File: src/hw/rtl/peak_release_meter_with_histogram_assert.svh
// ----------------------------------------------------------------------------
// Peak meter assertion macros
// Concurrent check macros, empty under synthesis.
// ----------------------------------------------------------------------------
`ifndef PEAK_RELEASE_METER_WITH_HISTOGRAM_ASSERT_SVH
`define PEAK_RELEASE_METER_WITH_HISTOGRAM_ASSERT_SVH
`ifndef SYNTHESIS
`define PRM_ASSERT_IMPLY(name, clk, rst_n, ante, cons) \
    name: assert property (@(posedge clk) disable iff (!rst_n) (ante) |-> (cons)) \
        else $error("prm: same-cycle check failed");
`define PRM_ASSERT_NEXT(name, clk, rst_n, ante, cons) \
    name: assert property (@(posedge clk) disable iff (!rst_n) (ante) |=> (cons)) \
        else $error("prm: next-cycle check failed");
`else
`define PRM_ASSERT_IMPLY(name, clk, rst_n, ante, cons)
`define PRM_ASSERT_NEXT(name, clk, rst_n, ante, cons)
`endif
`endif

File: src/hw/rtl/prm_pkg.sv
// ----------------------------------------------------------------------------
// Peak meter package
// Command codes, register indexes and the queued request format.
// ----------------------------------------------------------------------------
package prm_pkg;

    localparam int CMD_W     = 2;
    localparam int SAMPLE_W  = 16;
    localparam int MAG_W     = 17;
    localparam int SLOT_W    = 6;
    localparam int LEVEL_W   = 16;
    localparam int CFG_IDX_W = 1;
    localparam int BIN_IDX_W = 6;
    localparam int DIV_STEPS = 16;
    localparam int STEP_W    = 4;

    localparam logic [CMD_W-1:0] CMD_OBSERVE = 2'd0;
    localparam logic [CMD_W-1:0] CMD_TICK    = 2'd1;
    localparam logic [CMD_W-1:0] CMD_FLUSH   = 2'd2;

    localparam logic [CFG_IDX_W-1:0] REG_RELEASE_FACTOR = 1'b0;
    localparam logic [CFG_IDX_W-1:0] REG_DISPLAY_DECAY  = 1'b1;

    localparam logic [15:0] RELEASE_FACTOR_RESET = 16'd65524;
    localparam logic [15:0] DISPLAY_DECAY_RESET  = 16'd64455;

    typedef enum logic [1:0]
    {
        OP_OBSERVE = 2'd0,
        OP_TICK    = 2'd1,
        OP_FLUSH   = 2'd2
    } op_t;

    typedef struct packed
    {
        op_t                  op;
        logic [MAG_W-1:0]     mag;
        logic [BIN_IDX_W-1:0] bin;
    } q_item_t;

endpackage

File: src/hw/rtl/prm_front.sv
// ----------------------------------------------------------------------------
// Peak meter front end
// Decodes each request, picks the louder channel and works out its bin.
// ----------------------------------------------------------------------------
module prm_front #(
    parameter int BINS = 32
)
(
    input  logic                                 in_valid,
    output logic                                 in_ready,
    input  logic [prm_pkg::CMD_W-1:0]            command,
    input  logic signed [prm_pkg::SAMPLE_W-1:0]  left_sample,
    input  logic signed [prm_pkg::SAMPLE_W-1:0]  right_sample,
    output logic                                 push_valid,
    input  logic                                 push_ready,
    output prm_pkg::q_item_t                     push_item
);
    import prm_pkg::*;

    localparam int BIN_W  = $clog2(BINS);
    localparam int PROD_W = SAMPLE_W + BIN_W;

    logic [MAG_W-1:0]    mag_l;
    logic [MAG_W-1:0]    mag_r;
    logic                pick_left;
    logic [SAMPLE_W-1:0] louder;
    logic [SAMPLE_W-1:0] offset;
    logic [PROD_W-1:0]   bin_prod;
    logic [BIN_W-1:0]    bin_idx;
    logic                known;
    op_t                 op;

    assign mag_l = left_sample[SAMPLE_W-1] ? (MAG_W'(0) - {left_sample[SAMPLE_W-1], left_sample})
                                           : {1'b0, left_sample};
    assign mag_r = right_sample[SAMPLE_W-1] ? (MAG_W'(0) - {right_sample[SAMPLE_W-1], right_sample})
                                            : {1'b0, right_sample};

    // left wins a tie
    assign pick_left = (mag_l >= mag_r);
    assign louder    = pick_left ? left_sample : right_sample;

    // x + 32768 as unsigned
    assign offset   = {~louder[SAMPLE_W-1], louder[SAMPLE_W-2:0]};
    assign bin_prod = PROD_W'(offset) * PROD_W'(BINS);
    assign bin_idx  = bin_prod[PROD_W-1:SAMPLE_W];

    always_comb
    begin
        known = 1'b1;
        op    = OP_TICK;
        case (command)
            CMD_OBSERVE: op = OP_OBSERVE;
            CMD_TICK:    op = OP_TICK;
            CMD_FLUSH:   op = OP_FLUSH;
            default:     known = 1'b0;
        endcase
    end

    // unused code is taken and dropped
    assign in_ready      = push_ready;
    assign push_valid    = in_valid && known;
    assign push_item.op  = op;
    assign push_item.mag = pick_left ? mag_l : mag_r;
    assign push_item.bin = BIN_IDX_W'(bin_idx);

endmodule

File: src/hw/rtl/prm_queue.sv
// ----------------------------------------------------------------------------
// Peak meter request queue
// Small FIFO between the front end and the back end.
// ----------------------------------------------------------------------------
module prm_queue #(
    parameter int DEPTH = 4
)
(
    input  logic             clk,
    input  logic             rst_n,
    input  logic             push_valid,
    output logic             push_ready,
    input  prm_pkg::q_item_t push_item,
    output logic             pop_valid,
    input  logic             pop_ready,
    output prm_pkg::q_item_t pop_item
);
    import prm_pkg::*;

    localparam int PTR_W = (DEPTH > 1) ? $clog2(DEPTH) : 1;
    localparam int CNT_W = $clog2(DEPTH + 1);

    q_item_t          slot_reg [DEPTH];
    logic [PTR_W-1:0] wr_ptr_reg;
    logic [PTR_W-1:0] wr_ptr_next;
    logic [PTR_W-1:0] rd_ptr_reg;
    logic [PTR_W-1:0] rd_ptr_next;
    logic [CNT_W-1:0] fill_reg;
    logic [CNT_W-1:0] fill_next;
    logic             push;
    logic             pop;

    assign push_ready = (fill_reg != CNT_W'(DEPTH));
    assign pop_valid  = (fill_reg != '0);
    assign pop_item   = slot_reg[rd_ptr_reg];
    assign push       = push_valid && push_ready;
    assign pop        = pop_valid && pop_ready;

    always_comb
    begin
        wr_ptr_next = wr_ptr_reg;
        rd_ptr_next = rd_ptr_reg;
        fill_next   = fill_reg;
        if (push)
        begin
            wr_ptr_next = (wr_ptr_reg == PTR_W'(DEPTH - 1)) ? '0 : wr_ptr_reg + 1'b1;
        end
        if (pop)
        begin
            rd_ptr_next = (rd_ptr_reg == PTR_W'(DEPTH - 1)) ? '0 : rd_ptr_reg + 1'b1;
        end
        if (push && !pop)
        begin
            fill_next = fill_reg + 1'b1;
        end
        else if (pop && !push)
        begin
            fill_next = fill_reg - 1'b1;
        end
    end

    always_ff @(posedge clk or negedge rst_n)
    begin
        if (!rst_n)
        begin
            wr_ptr_reg <= '0;
            rd_ptr_reg <= '0;
            fill_reg   <= '0;
        end
        else
        begin
            wr_ptr_reg <= wr_ptr_next;
            rd_ptr_reg <= rd_ptr_next;
            fill_reg   <= fill_next;
        end
    end

    always_ff @(posedge clk)
    begin
        if (push)
        begin
            slot_reg[wr_ptr_reg] <= push_item;
        end
    end

endmodule

File: src/hw/rtl/prm_back.sv
// ----------------------------------------------------------------------------
// Peak meter back end
// Peak hold and release, histogram update, flush sequencer and result register.
// ----------------------------------------------------------------------------
module prm_back #(
    parameter int BINS       = 32,
    parameter int COUNT_BITS = 24
)
(
    input  logic                             clk,
    input  logic                             rst_n,
    input  logic                             cfg_valid,
    output logic                             cfg_ready,
    input  logic [prm_pkg::CFG_IDX_W-1:0]    cfg_index,
    input  logic [15:0]                      cfg_data,
    input  logic                             pop_valid,
    output logic                             pop_ready,
    input  prm_pkg::q_item_t                 pop_item,
    output logic                             out_valid,
    input  logic                             out_ready,
    output logic [prm_pkg::SLOT_W-1:0]       slot,
    output logic [prm_pkg::LEVEL_W-1:0]      level,
    output logic                             last
);
    import prm_pkg::*;

    localparam int BIN_W = (BINS > 1) ? $clog2(BINS) : 1;
    localparam int CW    = COUNT_BITS;
    localparam logic [BIN_W-1:0] LAST_IDX  = BIN_W'(BINS - 1);
    localparam logic [CW-1:0]    COUNT_MAX = '1;

    typedef enum logic [6:0]
    {
        B_IDLE = 7'b0000001,
        B_SCAN = 7'b0000010,
        B_PEAK = 7'b0000100,
        B_READ = 7'b0001000,
        B_LOAD = 7'b0010000,
        B_DIV  = 7'b0100000,
        B_EMIT = 7'b1000000
    } bstate_t;

    logic [CW-1:0]      count_mem [BINS];
    logic [LEVEL_W-1:0] disp_mem  [BINS];

    bstate_t            state_reg,     state_next;
    logic [BIN_W-1:0]   idx_reg,       idx_next;
    logic               stb_valid_reg, stb_valid_next;
    logic [BIN_W-1:0]   stb_addr_reg,  stb_addr_next;
    logic               byp_valid_reg, byp_valid_next;
    logic [BIN_W-1:0]   byp_addr_reg,  byp_addr_next;
    logic [CW-1:0]      byp_data_reg,  byp_data_next;
    logic               scan_pend_reg, scan_pend_next;
    logic [CW-1:0]      max_reg,       max_next;
    logic [CW-1:0]      rem_reg,       rem_next;
    logic [LEVEL_W-1:0] quo_reg,       quo_next;
    logic [STEP_W-1:0]  step_reg,      step_next;
    logic [31:0]        prod_reg,      prod_next;
    logic [MAG_W-1:0]   peak_reg,      peak_next;
    logic [15:0]        rf_reg,        rf_next;
    logic [15:0]        dd_reg,        dd_next;
    logic [BINS-1:0]    cnt_vld_reg,   cnt_vld_next;
    logic [BINS-1:0]    disp_vld_reg,  disp_vld_next;
    logic               out_valid_reg, out_valid_next;
    logic [SLOT_W-1:0]  slot_reg,      slot_next;
    logic [LEVEL_W-1:0] level_reg,     level_next;
    logic               last_reg,      last_next;

    logic [CW-1:0]      cnt_rd_reg;
    logic               cnt_rv_reg;
    logic [LEVEL_W-1:0] disp_rd_reg;
    logic               disp_rv_reg;

    logic               pop;
    logic               out_free;
    logic [BIN_W-1:0]   cnt_rd_addr;
    logic [CW-1:0]      cnt_val;
    logic [CW-1:0]      cnt_old;
    logic [CW-1:0]      cnt_inc;
    logic [LEVEL_W-1:0] disp_val;
    logic [LEVEL_W-1:0] decayed;
    logic [LEVEL_W-1:0] disp_new;
    logic               disp_we;
    logic [32:0]        rel_prod;
    logic [MAG_W-1:0]   released;
    logic [LEVEL_W-1:0] peak_level;
    logic [CW:0]        rem_dbl;
    logic [CW:0]        rem_diff;

    assign cfg_ready = 1'b1;
    assign pop_ready = (state_reg == B_IDLE) && ((pop_item.op != OP_FLUSH) || !stb_valid_reg);
    assign pop       = pop_valid && pop_ready;
    assign out_free  = !out_valid_reg || out_ready;

    assign out_valid = out_valid_reg;
    assign slot      = slot_reg;
    assign level     = level_reg;
    assign last      = last_reg;

    assign cnt_rd_addr = (state_reg == B_IDLE) ? pop_item.bin[BIN_W-1:0] : idx_reg;
    assign cnt_val     = cnt_rv_reg ? cnt_rd_reg : '0;

    // write of the previous cycle is not yet in the read data
    assign cnt_old = (byp_valid_reg && (byp_addr_reg == stb_addr_reg)) ? byp_data_reg : cnt_val;
    assign cnt_inc = (cnt_old == COUNT_MAX) ? cnt_old : cnt_old + 1'b1;

    assign disp_val = disp_rv_reg ? disp_rd_reg : '0;
    assign decayed  = prod_reg[31:16];
    assign disp_new = (decayed > quo_reg) ? decayed : quo_reg;
    assign disp_we  = (state_reg == B_EMIT) && out_free;

    assign rel_prod   = {16'd0, peak_reg} * {17'd0, rf_reg};
    assign released   = rel_prod[32:16];
    assign peak_level = (peak_reg[MAG_W-1] || peak_reg[MAG_W-2]) ? '1
                                                                 : {peak_reg[MAG_W-3:0], 1'b0};

    assign rem_dbl  = {rem_reg, 1'b0};
    assign rem_diff = rem_dbl - {1'b0, max_reg};

    always_comb
    begin
        state_next     = state_reg;
        idx_next       = idx_reg;
        stb_valid_next = 1'b0;
        stb_addr_next  = stb_addr_reg;
        byp_valid_next = stb_valid_reg;
        byp_addr_next  = stb_addr_reg;
        byp_data_next  = cnt_inc;
        scan_pend_next = (state_reg == B_SCAN);
        max_next       = max_reg;
        rem_next       = rem_reg;
        quo_next       = quo_reg;
        step_next      = step_reg;
        prod_next      = prod_reg;
        peak_next      = peak_reg;
        rf_next        = rf_reg;
        dd_next        = dd_reg;
        cnt_vld_next   = cnt_vld_reg;
        disp_vld_next  = disp_vld_reg;
        out_valid_next = out_valid_reg && !out_ready;
        slot_next      = slot_reg;
        level_next     = level_reg;
        last_next      = last_reg;

        if (cfg_valid)
        begin
            case (cfg_index)
                REG_RELEASE_FACTOR: rf_next = cfg_data;
                REG_DISPLAY_DECAY:  dd_next = cfg_data;
                default:            rf_next = rf_reg;
            endcase
        end

        if (stb_valid_reg)
        begin
            cnt_vld_next[stb_addr_reg] = 1'b1;
        end

        if (scan_pend_reg && (cnt_val > max_reg))
        begin
            max_next = cnt_val;
        end

        case (state_reg)
            B_IDLE:
            begin
                if (pop)
                begin
                    case (pop_item.op)
                        OP_OBSERVE:
                        begin
                            stb_valid_next = 1'b1;
                            stb_addr_next  = pop_item.bin[BIN_W-1:0];
                            peak_next      = (pop_item.mag >= peak_reg) ? pop_item.mag : released;
                        end
                        OP_TICK:
                        begin
                            peak_next = released;
                        end
                        OP_FLUSH:
                        begin
                            state_next = B_SCAN;
                            idx_next   = '0;
                            max_next   = '0;
                        end
                        default:
                        begin
                            state_next = B_IDLE;
                        end
                    endcase
                end
            end
            B_SCAN:
            begin
                if (idx_reg == LAST_IDX)
                begin
                    idx_next   = '0;
                    state_next = B_PEAK;
                end
                else
                begin
                    idx_next = idx_reg + 1'b1;
                end
            end
            B_PEAK:
            begin
                if (out_free)
                begin
                    out_valid_next = 1'b1;
                    slot_next      = '0;
                    level_next     = peak_level;
                    last_next      = 1'b0;
                    state_next     = B_READ;
                end
            end
            B_READ:
            begin
                state_next = B_LOAD;
            end
            B_LOAD:
            begin
                prod_next = {16'd0, disp_val} * {16'd0, dd_reg};
                rem_next  = cnt_val;
                step_next = '0;
                if (max_reg == '0)
                begin
                    quo_next   = '0;
                    state_next = B_EMIT;
                end
                else if (cnt_val >= max_reg)
                begin
                    quo_next   = '1;
                    state_next = B_EMIT;
                end
                else
                begin
                    state_next = B_DIV;
                end
            end
            B_DIV:
            begin
                // restoring divide, one quotient bit a cycle
                if (rem_dbl >= {1'b0, max_reg})
                begin
                    rem_next = rem_diff[CW-1:0];
                    quo_next = {quo_reg[LEVEL_W-2:0], 1'b1};
                end
                else
                begin
                    rem_next = rem_dbl[CW-1:0];
                    quo_next = {quo_reg[LEVEL_W-2:0], 1'b0};
                end
                step_next = step_reg + 1'b1;
                if (step_reg == STEP_W'(DIV_STEPS - 1))
                begin
                    state_next = B_EMIT;
                end
            end
            B_EMIT:
            begin
                if (out_free)
                begin
                    disp_vld_next[idx_reg] = 1'b1;
                    out_valid_next         = 1'b1;
                    slot_next              = SLOT_W'(idx_reg) + 1'b1;
                    level_next             = disp_new;
                    last_next              = (idx_reg == LAST_IDX);
                    if (idx_reg == LAST_IDX)
                    begin
                        cnt_vld_next = '0;
                        idx_next     = '0;
                        state_next   = B_IDLE;
                    end
                    else
                    begin
                        idx_next   = idx_reg + 1'b1;
                        state_next = B_READ;
                    end
                end
            end
            default:
            begin
                state_next = B_IDLE;
            end
        endcase
    end

    always_ff @(posedge clk or negedge rst_n)
    begin
        if (!rst_n)
        begin
            state_reg     <= B_IDLE;
            idx_reg       <= '0;
            stb_valid_reg <= 1'b0;
            byp_valid_reg <= 1'b0;
            scan_pend_reg <= 1'b0;
            step_reg      <= '0;
            peak_reg      <= '0;
            rf_reg        <= RELEASE_FACTOR_RESET;
            dd_reg        <= DISPLAY_DECAY_RESET;
            cnt_vld_reg   <= '0;
            disp_vld_reg  <= '0;
            out_valid_reg <= 1'b0;
        end
        else
        begin
            state_reg     <= state_next;
            idx_reg       <= idx_next;
            stb_valid_reg <= stb_valid_next;
            byp_valid_reg <= byp_valid_next;
            scan_pend_reg <= scan_pend_next;
            step_reg      <= step_next;
            peak_reg      <= peak_next;
            rf_reg        <= rf_next;
            dd_reg        <= dd_next;
            cnt_vld_reg   <= cnt_vld_next;
            disp_vld_reg  <= disp_vld_next;
            out_valid_reg <= out_valid_next;
        end
    end

    always_ff @(posedge clk)
    begin
        stb_addr_reg <= stb_addr_next;
        byp_addr_reg <= byp_addr_next;
        byp_data_reg <= byp_data_next;
        max_reg      <= max_next;
        rem_reg      <= rem_next;
        quo_reg      <= quo_next;
        prod_reg     <= prod_next;
        slot_reg     <= slot_next;
        level_reg    <= level_next;
        last_reg     <= last_next;
    end

    // histogram counts
    always_ff @(posedge clk)
    begin
        if (stb_valid_reg)
        begin
            count_mem[stb_addr_reg] <= cnt_inc;
        end
        cnt_rd_reg <= count_mem[cnt_rd_addr];
        cnt_rv_reg <= cnt_vld_reg[cnt_rd_addr];
    end

    // display bins
    always_ff @(posedge clk)
    begin
        if (disp_we)
        begin
            disp_mem[idx_reg] <= disp_new;
        end
        disp_rd_reg <= disp_mem[idx_reg];
        disp_rv_reg <= disp_vld_reg[idx_reg];
    end

endmodule

File: src/hw/rtl/peak_release_meter_with_histogram.sv
// ----------------------------------------------------------------------------
// Stereo peak meter with amplitude histogram
// Observe and tick: one request a cycle into a four-deep queue while it has room, back end
// retires one a cycle when idle. Flush: count scan, then per bin read, 16-step divide, decay,
// emit. Reset: peak zero, all bins zero via valid flops, registers to defaults, no sweep.
// ----------------------------------------------------------------------------
`include "peak_release_meter_with_histogram_assert.svh"

module peak_release_meter_with_histogram #(
    parameter int BINS       = 32,
    parameter int COUNT_BITS = 24
)
(
    input  logic                                clk,
    input  logic                                rst_n,
    input  logic                                cfg_valid,
    output logic                                cfg_ready,
    input  logic [prm_pkg::CFG_IDX_W-1:0]       cfg_index,
    input  logic [15:0]                         cfg_data,
    input  logic                                in_valid,
    output logic                                in_ready,
    input  logic [prm_pkg::CMD_W-1:0]           command,
    input  logic signed [prm_pkg::SAMPLE_W-1:0] left_sample,
    input  logic signed [prm_pkg::SAMPLE_W-1:0] right_sample,
    output logic                                out_valid,
    input  logic                                out_ready,
    output logic [prm_pkg::SLOT_W-1:0]          slot,
    output logic [prm_pkg::LEVEL_W-1:0]         level,
    output logic                                last
);
    import prm_pkg::*;

    logic    q_push_valid;
    logic    q_push_ready;
    q_item_t q_push_item;
    logic    q_pop_valid;
    logic    q_pop_ready;
    q_item_t q_pop_item;
    logic    q_flush_pop;

    prm_front #(
        .BINS (BINS)
    ) u_front (
        .in_valid     (in_valid),
        .in_ready     (in_ready),
        .command      (command),
        .left_sample  (left_sample),
        .right_sample (right_sample),
        .push_valid   (q_push_valid),
        .push_ready   (q_push_ready),
        .push_item    (q_push_item)
    );

    prm_queue #(
        .DEPTH (4)
    ) u_queue (
        .clk        (clk),
        .rst_n      (rst_n),
        .push_valid (q_push_valid),
        .push_ready (q_push_ready),
        .push_item  (q_push_item),
        .pop_valid  (q_pop_valid),
        .pop_ready  (q_pop_ready),
        .pop_item   (q_pop_item)
    );

    prm_back #(
        .BINS       (BINS),
        .COUNT_BITS (COUNT_BITS)
    ) u_back (
        .clk       (clk),
        .rst_n     (rst_n),
        .cfg_valid (cfg_valid),
        .cfg_ready (cfg_ready),
        .cfg_index (cfg_index),
        .cfg_data  (cfg_data),
        .pop_valid (q_pop_valid),
        .pop_ready (q_pop_ready),
        .pop_item  (q_pop_item),
        .out_valid (out_valid),
        .out_ready (out_ready),
        .slot      (slot),
        .level     (level),
        .last      (last)
    );

    assign q_flush_pop = q_pop_valid && q_pop_ready && (q_pop_item.op == OP_FLUSH);

    `PRM_ASSERT_IMPLY(a_last_on_final_bin, clk, rst_n, out_valid && last, slot == SLOT_W'(BINS))
    `PRM_ASSERT_IMPLY(a_peak_not_last, clk, rst_n, out_valid && (slot == '0), !last)
    `PRM_ASSERT_NEXT(a_flush_blocks_queue, clk, rst_n, q_flush_pop, !q_pop_ready)

endmodule
File: config.mk
export PLATFORM = sky130hd
export DESIGN_NAME = peak_release_meter_with_histogram
export DESIGN_NICKNAME = d
export VERILOG_FILES = /design/src/hw/rtl/prm_pkg.sv /design/src/hw/rtl/prm_front.sv /design/src/hw/rtl/prm_queue.sv /design/src/hw/rtl/prm_back.sv /design/src/hw/rtl/peak_release_meter_with_histogram.sv
export VERILOG_INCLUDE_DIRS = /design/src /design/src/hw/rtl
export SDC_FILE = /design/constraint.sdc
export NUM_CORES = 2
export LEC_CHECK = 0
export BUFFER_PORTS_ARGS = -buffer_cell sky130_fd_sc_hd__buf_2
export CORE_ASPECT_RATIO = 1.25
export CORE_MARGIN = 2
export CORE_UTILIZATION = 64
export CTS_CLUSTER_SIZE = 14
export DETAILED_ROUTE_END_ITERATION = 10
export HOLD_SLACK_MARGIN = 0.08
export PLACE_DENSITY_LB_ADDON = 0.3
export SYNTH_ARGS = -nofsm -noshare
export SYNTH_HDL_FRONTEND = slang
export SYNTH_SLANG_ARGS = --single-unit
File: constraint.sdc
create_clock -name clk -period 7.9 [get_ports clk]
set_input_delay 0 -clock clk [delete_from_list [all_inputs] [get_ports clk]]
set_output_delay 0 -clock clk [all_outputs]
set_load 0.05 [all_outputs]
Yosys cells after proc, flatten, opt, wreduce, memory -nomap -nowiden
Memory sizes are Yosys's and may differ from the RTL's. A register that Yosys moved wholly into a read port is not among the register bits. Cells that the tools add are included. W data, S select, Z words.

Register bits: 295. Memories kept: 3. Word-level logic and storage cells: 203. Latch bits: 0. Memory bits (writable): 1376. ROM bits: 0. Output and inout bits: 26. Input bits: 56.

Add/subtract/negate cells: 11. Multiplexer cells: 77. Reductions and logical operators: 41. Bitwise operators: 4. $lt $le $gt $ge: 11. Eq/ne operators: 27. Div/mod/pow operators: 0. Shifts and indexed selects: 0. $mul: 2.

Memory list: u_back.count_mem (depth 32, width 24, read ports 1, clocked after Yosys merged registers in 1, write ports 1, RTL line prm_back.sv:43) `logic [CW-1:0] count_mem [BINS];`; u_back.disp_mem (depth 32, width 16, read ports 1, clocked after Yosys merged registers in 1, write ports 1, RTL line prm_back.sv:44) `logic [LEVEL_W-1:0] disp_mem [BINS];`; u_queue.slot_reg (depth 4, width 24, read ports 1, clocked after Yosys merged registers in 0, write ports 1, RTL line prm_queue.sv:23) `q_item_t slot_reg [DEPTH];`.

Operators by type and width (number): $mux W24 (8); $mux W16 (8); $mux W32 (4); $mux W17 (4); $or A32 B32 Y32 (2); $pmux W16 S2 (2); $mux W7 (7); $pmux W7 S7 (1); $pmux W24 S2 (1); $ge A17 B17 Y1 (2); $pmux W17 S2 (1); $sub A1 B16 Y17 const A (2); $mul A17 B16 Y33 (1); $mul A16 B16 Y32 (1); $ge A25 B24 Y1 (1); $mux W5 (5); $add A24 B1 Y24 const B (1); $eq A24 B24 Y1 const B (1); $ge A24 B24 Y1 (1); $gt A24 B24 Y1 (1); $logic_not A24 Y1 (1); $sub A24 B24 Y24 (1); $mux W1 (19); $lt A5 B6 Y1 const B (3); 49 further kinds (95).

Depth between registers and ports, before layout
Depth after elaboration: 9. Gate-level depth with buffers: 25.

Cells and area by module
A second synthesis with hierarchy kept.

Cell total of the unflattened synthesis: 5693. Area total of the unflattened synthesis: 86056.3 sq um.

Modules (own cells, without submodules): prm_back (instances 1, area an instance 80629.8 sq um, cells an instance 5346, sequential area each 46221.8 sq um); prm_queue (instances 1, area an instance 4043.9 sq um, cells an instance 167, sequential area each 3178.0 sq um); prm_front (instances 1, area an instance 1382.6 sq um, cells an instance 180, sequential area each 0.0 sq um).

Worst setup path after synthesis
No wires, ideal clock.

Path kind: register -> register. Start point: register u_back.disp_rv_reg. End point: register u_back.prod_reg[29] (data pin). Clock period less this slack: 6507 ps. Data arrival time: 6242 ps. Stages on the path, launching flop included: 24. Setup slack: 1393 ps. Buffers on the path: 3. Required time: 7635 ps. Cells stage by stage: dfxtp_1 -> clkbuf_1 -> clkbuf_1 -> and2_1 -> clkbuf_1 -> nand2_1 -> fa_1 -> fa_1 -> fa_1 -> inv_1 -> fa_1 -> fa_1 -> inv_1 -> fa_1 -> inv_1 -> ha_1 -> a21oi_1 -> nand3_1 -> o311ai_0 -> a211oi_1 -> or3_1 -> a21oi_1 -> o21ai_0 -> xor2_1.

Cells in the longest elaborated chain, start to end: 2.

RTL lines: from (decl) (RTL line prm_back.sv:72) `logic disp_rv_reg;`; from (signal assigned) (RTL line prm_back.sv:355) `disp_rv_reg <= disp_vld_reg[idx_reg];`; $mux W16 (RTL line prm_back.sv:107) `assign disp_val = disp_rv_reg ? disp_rd_reg : '0;`; $mul A16 B16 Y32 (RTL line prm_back.sv:222) `prod_next = {16'd0, disp_val} * {16'd0, dd_reg};`; to (signal assigned) (RTL line prm_back.sv:330) `prod_reg <= prod_next;`; to (decl) (RTL line prm_back.sv:58) `logic [31:0] prod_reg, prod_next;`.

No other way between the ends. A chain may end at the register's enable or synchronous reset.

Final worst setup path
Start point: register u_back.disp_rv_reg. End point: register u_back.prod_reg[31] (data pin).

The elaborated chain is that of the path after synthesis.

==> results.py <==
metrics = {
    "grt": {
        "antenna_found_initial": 7,
        "track_usage_pct": 33.4,
        "grt_pass1_wl_mm": 352,
        "grt_overflow": 0,
        "grt_max_degree": 158,
        "first_global_vias": 59400,
    },
    "worst_setup_path": {
        "cp.required_ns": 8.50,
        "rr_endpoint": "u_back.prod_reg[31]$_DFFE_PP_",
        "crit_start": "u_back.disp_rv_reg$_DFF_P_",
        "slowest_stage": "dfxtp_2",
        "r2r_cells": 22,
        "end_kind": "flop",
        "path_class": "flop to flop",
        "cp_data_arrival_time_ns": 7.99,
        "r2r_setup_slack_ns": 0.50,
        "slowest_delay_ns": 0.70,
        "reg2reg_from": "u_back.disp_rv_reg$_DFF_P_",
        "path_common_cell": "fa_1",
        "cp_max_fo": 38,
        "crit_chain": "buf_4, buf_4, and2_1, nand2_1, fa_1, inv_1, fa_1, fa_1, fa_1, fa_1, inv_1, fa_1, inv_1, ha_1, nand2_1, nor2_1, o311ai_0, a211oi_1, nor2_1, a31oi_1, nor4_1, a311oi_1",
        "cp-start-kind": "flop",
    },
    "floorplan": {
        "die_h_um": 417,
        "num_io_pins": 82,
        "die-area_sq_um": 140000,
        "row_count": 151,
        "start_util_pct": 64.5,
        "core_area_sq_um": 136000,
        "die_w_um": 335,
    },
    "sta": {
        "clock_skew_ns": 0.0429,
        "period_needed_ns": 7.40,
        "post-route-period-util_pct": 93.6,
        "max_slew_margin_pct": 10.5,
        "rsz0062_at_grt": "false",
        "setup_viol": 0,
        "fmax_mhz": 135,
        "maxSlewViolCount": 0,
        "hold_viol_final": 0,
        "setup_tns_ns": 0,
        "tightestPinTransition_ns": 1.34,
    },
    "detailed_routing": {
        "num_vias": 57900,
        "drt_iter0_drc": 6719,
        "drtAntennaViolNets": 0,
        "drt_first_pass_iters": 8,
        "post_drt_wl_per_cell_um": 26.0,
        "via_per_inst": 6.53,
        "post-route-drc-count": 0,
        "wirelength_mm": 231,
    },
    "logic_synthesis": {
        "synth-edff-count": 1460,
        "ys_seq_area_share_pct": 56.3,
        "synthCells": 6879,
        "synth_cell_types": 97,
        "ys_warn_count": 0,
        "synth_area_per_cell_sq_um": 12.7,
        "synthArstFlopShare_pct": 8.26,
        "yosys.area.top_type": "edfxtp_1",
        "ys_seq_elements": 1695,
        "synth_top_cell_area_share_pct": 50.1,
        "synthTopCellsByArea": "edfxtp_1 50%, fa_1 9.2%, nand2_1 4.9%",
        "syn_area_sq_um": 87500,
        "dominantRegCellSynth": "edfxtp_1",
    },
    "cells_and_area": {
        "final_nets": 7743,
        "multiInputGateArea_sq_um": 34900,
        "fillers": 8720,
        "area.sequential_sq_um": 49300,
        "mostFrequentLayoutCells": "1,460 x edfxtp_1, 1,146 x nand2_1, 588 x inv_1",
        "synthToLayoutAreaGrowth_pct": 10.2,
        "drive_gt1_share_pct": 11.8,
        "final_common_cell": "edfxtp_1",
        "largest_register_ffs": 768,
    },
    "clock_tree": {
        "numCtsBuffers": 160,
        "post-cts-setup-buffer-count": 0,
        "cts_num_sinks": 1695,
        "clockBufferDepth": 3,
        "clk_latency_ns": 0.81,
        "ctsHtreeMaxLevel": 4,
        "cts_tree": "built",
        "clkTransAtPathRegs_ns": 0.07,
        "root_buffer": "clkbuf_16",
    },
    "worst_hold_path": {
        "timing.hold.worst.start": "command[0]",
        "hold_path.class": "primary input to flop",
        "whs_path_depth": 2,
        "holdPathEnd": "u_queue.slot_reg[1][22]$_DFFE_PP_",
    },
    "placement": {
        "place_hpwl_mm": 140,
        "portBuffers": 80,
        "gp_congestion": 0.912,
    },
    "flow_run": {
        "drv_cap": 0,
    },
    "run_status": {
        "outcome": "finished clean",
    },
}
synth_stat cells (91+ instances only):
cell,number
edfxtp_1,1460
nand2_1,1148
inv_1,588
fa_1,402
ha_1,316
nand3_1,297
clkbuf_1,261
and3_1,238
mux4_2,160
a311oi_1,159
and2_1,153
nor2_1,153
dfrtp_1,114
a21oi_1,100
dfxtp_1,95
o21ai_0,93
a31oi_1,91
per-layer routing:
layer / GRT usage, % / vias up / routed length [um]
met5: 0 / - / 5
met2: 56.2 / 3200 / 115000
met1: 41.7 / 29100 / 82100
li1: - / 24900 / -
met4: 18.4 / 2 / 13700
met3: 5.39 / 754 / 19900
per-stage QoR:
stage	utilization, %	setup slack [ns]	cell area (sq um)	instances	hold WS, ns
detailed placement	66.5	0.587	90200	8475	0.199
global placement	66.5	0.769	90200	8475	0.188
global route	71.1	0.0900	96400	8857	0.169
CTS	71.1	0.566	96400	8857	0.110
floorplan	-	1.39	87500	6884	-0.296
finish	71.1	0.505	96400	8864	0.194
kinds of logic (layout without fill, tap and decap cells):
logic type	Yosys count	count (layout)	synth area share, %
compound gates	825	825	6.81
flops	1695	1695	56.3
buf+inv	984	1198	4.42
fa+ha+maj	718	718	13.7
xor+xnor	102	102	1.04
mux	273	273	5.50
other cells	2	14	0.00858
simple gates	2280	2280	12.2
worst max path at each step:
stage                                         end  slack [ns]  cells after the start
finish              u_back.prod_reg[31]$_DFFE_PP_        0.50                     22
global route        u_back.prod_reg[31]$_DFFE_PP_        0.09                     22
CTS                 u_back.prod_reg[29]$_DFFE_PP_        0.57                     20
detailed placement  u_back.prod_reg[29]$_DFFE_PP_        0.59                     20
global placement    u_back.prod_reg[29]$_DFFE_PP_        0.77                     18
floorplan           u_back.prod_reg[29]$_DFFE_PP_        1.39                     23
area by class of cell:
cell class | count | area share [%]
timing repair buffer | 317 | 2.64
antenna | 7 | 0.0182
clock inverter | 60 | 0.707
multi-input combinational | 4205 | 36.2
sequential | 1695 | 51.1
inverter | 590 | 2.30
tap | 1759 | 2.28
clock buffer | 231 | 4.73
timing repair:
item / in CTS / in global routing
gates resized for setup: 0 / 0
hold endpoints to repair: 230 / 0
hold buffers: 91 / 0
worst max-delay path, delay by kind of cell, from the launching register on:
kind	cells	cell delay (ns)
adder cells (fa/ha/maj)	7	3.37
buffers and inverters	5	0.76
AND/OR/NAND/NOR	6	1.00
flip-flops	1	0.70
AO/OA/AOI/OAI	4	1.33
Power is not shown: default switching activity piles up to over one toggle a cycle in this logic, so the estimate is an artifact.
